`src/ld12_pkg.sv`:
```
// Shared types and constants of the 12-bit dictionary decoder.
// No dependencies; imported by the top level, the unpacker and the checker.
package ld12_pkg;

    // Default code width and the fixed widths of the packed stream.
    localparam int CODE_WIDTH_DEF = 12;
    localparam int PACKED_W       = 12;
    localparam int BYTE_W         = 8;
    localparam int NIBBLE_W       = 4;
    localparam int LIT_BITS       = 8;
    localparam int LITERAL_LIMIT  = 256;

    // Input beat modes.
    localparam logic MODE_DATA  = 1'b0;
    localparam logic MODE_DRAIN = 1'b1;

    // Result beat kinds.
    localparam logic KIND_BYTE    = 1'b0;
    localparam logic KIND_REFUSED = 1'b1;

    // Unpacking phases: bytes seen of the current three-byte group.
    localparam logic [1:0] PHASE_EMPTY = 2'd0;
    localparam logic [1:0] PHASE_ONE   = 2'd1;
    localparam logic [1:0] PHASE_TWO   = 2'd2;

    // Control sequencer states.
    typedef enum logic [2:0] {
        ST_IDLE,
        ST_DRAIN,
        ST_REFUSE,
        ST_LOOKUP,
        ST_FETCH
    } dec_state_t;

    // A code finished by the unpacker on the current byte.
    typedef struct packed {
        logic                done;
        logic [PACKED_W-1:0] code;
    } code_beat_t;

endpackage

```
`src/ld12_unpack.sv`:
```
// Unpacker: gathers bytes into 12-bit codes, two codes per three bytes.
// Depends on ld12_pkg.
module ld12_unpack (
    input  logic                   clk,
    input  logic                   rst_n,
    input  logic                   advance,
    input  logic [7:0]             data_byte,
    output ld12_pkg::code_beat_t   beat
);
    import ld12_pkg::*;

    logic [1:0]        phase_reg;
    logic [1:0]        phase_next;
    logic [BYTE_W-1:0] held_reg;
    logic [BYTE_W-1:0] held_next;

    // Code completion and next phase for the byte on offer.
    always_comb
    begin
        beat       = '0;
        phase_next = phase_reg;
        held_next  = held_reg;
        unique case (phase_reg)
            PHASE_ONE:
            begin
                beat.done  = 1'b1;
                beat.code  = {held_reg, data_byte[BYTE_W-1:NIBBLE_W]};
                held_next  = data_byte;
                phase_next = PHASE_TWO;
            end
            PHASE_TWO:
            begin
                beat.done  = 1'b1;
                beat.code  = {held_reg[NIBBLE_W-1:0], data_byte};
                phase_next = PHASE_EMPTY;
            end
            default:
            begin
                // An empty group, and the unused fourth phase, keep the byte.
                held_next  = data_byte;
                phase_next = PHASE_ONE;
            end
        endcase
    end

    // Phase and held byte advance only on a byte that is decoded.
    always_ff @(posedge clk or negedge rst_n)
    begin
        if (!rst_n)
        begin
            phase_reg <= PHASE_EMPTY;
            held_reg  <= '0;
        end
        else if (advance)
        begin
            phase_reg <= phase_next;
            held_reg  <= held_next;
        end
    end

endmodule

```
`config.mk`:
```
export PLATFORM = sky130hd
export DESIGN_NAME = ld12_unpack
export DESIGN_NICKNAME = d
export VERILOG_FILES = /design/src/ld12_pkg.sv /design/src/ld12_unpack.sv
export SDC_FILE = /design/constraint.sdc
export NUM_CORES = 1
export LEC_CHECK = 0
export BUFFER_PORTS_ARGS = -buffer_cell sky130_fd_sc_hd__buf_2
export CELL_PAD_IN_SITES_DETAIL_PLACEMENT = 0
export CELL_PAD_IN_SITES_GLOBAL_PLACEMENT = 2
export CORE_MARGIN = 2
export CORE_UTILIZATION = 30
export CTS_CLUSTER_DIAMETER = 120
export CTS_CLUSTER_SIZE = 40
export DETAILED_ROUTE_END_ITERATION = 10
export PLACE_DENSITY_LB_ADDON = 0.12
export SLEW_MARGIN = 20
export SYNTH_ARGS = -nofsm -noshare
export SYNTH_HDL_FRONTEND = slang
export SYNTH_SLANG_ARGS = --single-unit
```
`constraint.sdc`:
```
create_clock -name clk -period 2.3 [get_ports clk]
set_input_delay 0.46 -clock clk [delete_from_list [all_inputs] [get_ports clk]]
set_output_delay 0.46 -clock clk [all_outputs]
set_load 0.01 [all_outputs]
```
==> impl_metrics.csv <==
group,metric,value,unit
status,outcome,"finished, final reports clean",
floorplanning,die_w,49.6,um
route,wl,1.33,mm
placement,hpwl,992,um
critical_path,regToRegStartpoint,"phase_reg[0]$_DFFE_PN0P_",
pwr,clkPwrFrac,0.152,
global_routing,grtUsageTotal,0.123,
timing,slew_headroom,0.694,
floorplanning,start_util,0.318,
floorplanning,die-area,2460,sq um
global_routing,grt_pass1_wl,2.32,mm
yosys,ys_seq_elements,10,
placement,port_buffers,23,
timing,finClkSkew,4.79,ps
yosys,synthCells,58,
route,ant_nets,0,
critical_path,path_cells,"inv_1, ha_1, a22oi_1, nor2_1, buf_2",
yosys,synth_area_per_cell,10.7,sq um
critical_path,rr_endpoint,"held_reg[6]$_DFFE_PN0P_",
global_routing,antenna_found_initial,0,
global_routing,grt_pass1_vias,486,
floorplanning,die_y,49.6,um
critical_path,worstPathArrival,1610,ps
global_routing,overflow,0,
pwr,pwr-share-seq,0.274,
pwr,p_total,1.04,mW
route,wl_per_cell,12.3,um
clocking,clock-sinks,10,
timing,tightest_slew,458,ps
yosys,synth_fp_nets,73,
placement,gp_congestion,0.723,
timing,fin_setup_tns,0,ps
pwr,leakagePower,0.412,nW
layout,layout-drive-gt1-share,0.444,
route,drc_errors,0,
route,vias,491,
critical_path,cp_slowest_cell,"ha_1",
timing,setup_violations,0,
timing,drv_slew,0,
timing,max_freq,0.484,GHz
global_routing,grt_max_degree,15,
timing,rsz0062_at_grt,"false",
clocking,cts_hold_buf,0,
clocking,root_buffer,"clkbuf_4",
critical_path,critPathLaunchType,"flip-flop",
critical_path,crit_path_max_fanout,12,
timing,period_needed,2070,ps
clocking,clk_path_buf_depth,2,
timing,min_period_over_period,0.899,
clocking,post_cts_resized,0,
route,vias_per_cell,4.55,
pwr,ir_drop,0.597,mV
worst_hold_path,hp-class,"input pin to async pin",
pwr,p_comb_frac,0.574,
yosys,ys_types,12,
pwr,p_sw,0.436,mW
clocking,clk_pin_slew,70,ps
layout,antenna_cells,0,
yosys,ys_warn_count,0,
layout,mostFrequentLayoutCells,"23 x buf_2, 12 x a22oi_1, 12 x nor2_1",
yosys,syn_area,623,sq um
critical_path,cp_data_required_time,1840,ps
timing,hold_violations,0,
clocking,cts_tree,"yes",
route,firstDrtPassIters,4,
clocking,htree_num_levels,1,
critical_path,r2r_cells,4,
critical_path,startpoint,"phase_reg[0]$_DFFE_PN0P_",
layout,largest_reg_flops,8,
critical_path,slowest_delay,450,ps
layout,n_fill_cell,221,
floorplanning,io_pins,24,
job,max-cap-violations,0,
clocking,insertion_delay,260,ps
pwr,p_int,0.601,mW
yosys,seq_area_frac_synth,0.402,
layout,final_common_cell,"buf_2",
layout,final_nets,97,
floorplanning,rows,16,
layout,syn_to_final_growth,25.7,%
clocking,cts_buffers,3,
critical_path,reg2reg_slack,650,ps
route,drt_iter0_drc,5,
pwr,power_switching_share,0.420,
critical_path,crit_path_end_kind,"output pin",
critical_path,path_class,"flip-flop to output pin",
critical_path,crit_path_end,"beat[10]",
pwr,powerDensity,1320,nW/um^2
clocking,post_cts_buffers,0,
floorplanning,core_area,1960,sq um
==> cell usage after synthesis <==
| master | count | share of area |
|---|---|---|
| a22oi_1 | 12 | 0.14 |
| buf_2 | 2 | 0.016 |
| buf_6 | 1 | 0.018 |
| clkbuf_1 | 1 | 0.0060 |
| dfrtp_1 | 10 | 0.40 |
| ha_1 | 4 | 0.080 |
| inv_1 | 3 | 0.018 |
| mux2_4 | 8 | 0.19 |
| nand2_1 | 2 | 0.012 |
| nor2_1 | 12 | 0.072 |
| nor2b_4 | 1 | 0.022 |
| o21ai_0 | 2 | 0.016 |
==> power by group through the flow <==
| stage | Sequential (mW) | Combinational, mW | Clock [mW] |
|---|---|---|---|
| 5_1_grt | 0.295 | 0.674 | 0.176 |
| 2_1_floorplan | 0.276 | 0.443 | 0 |
| 3_5_place_dp | 0.287 | 0.604 | 0 |
| 3_3_place_gp | 0.286 | 0.608 | 0 |
| 6_report | 0.284 | 0.596 | 0.157 |
| 4_1_cts | 0.284 | 0.605 | 0.164 |
==> through the flow <==
step | setup WS [ps] | instances | utilization | hold slack (ps) | area (sq um)
2_1_floorplan | 687 | 58 | - | 164 | 623
3_3_place_gp | 512 | 104 | 0.381 | 340 | 747
3_5_place_dp | 483 | 104 | 0.381 | 343 | 747
4_1_cts | 197 | 108 | 0.399 | 56.9 | 783
5_1_grt | 29.5 | 108 | 0.399 | 52.2 | 783
6_report | 232 | 108 | 0.399 | 56.5 | 783
==> critical path, delay by kind of cell, from the launching register on <==
kind            cells  cell delay [ps]
compound gates      1              160
fa+ha+maj           1              450
simple gates        1              110
buf+inv             2              240
flops               1              400
==> final cells by class <==
type	count	area, sq um	share of cell area
multi-input cells	41	337	0.430
repair buffers	23	115	0.147
well taps	27	33.8	0.0431
clock buffers	4	36.3	0.0463
inverters	3	11.3	0.0144
flip-flops and latches	10	250	0.319
==> cells by family (layout without fill, tap and decap cells) <==
family,count (synthesis),count (layout),synth area share
buf+inv,7,30,0.0582
fa+ha+maj,4,4,0.0803
compound gates,14,14,0.161
simple gates,15,15,0.106
flops,10,10,0.402
mux,8,8,0.193
==> how the worst min path moves through the flow <==
stage | from | to | cells after the start
after global routing | rst_n | held_reg[3]$_DFFE_PN0P_ | 1
after floorplan | rst_n | held_reg[0]$_DFFE_PN0P_ | 0
after global placement | rst_n | held_reg[3]$_DFFE_PN0P_ | 1
final | rst_n | held_reg[4]$_DFFE_PN0P_ | 1
after detailed placement | rst_n | held_reg[3]$_DFFE_PN0P_ | 1
after CTS | rst_n | held_reg[3]$_DFFE_PN0P_ | 1
==> per-layer routing <==
metal	vias up	wire [um]	GRT usage
met1	226	645	0.169
li1	251	-	-
met3	0	95	0.0394
met2	14	590	0.182
met5	-	0	0
met4	0	0	0.0417
(Power assumes the default switching activity.)
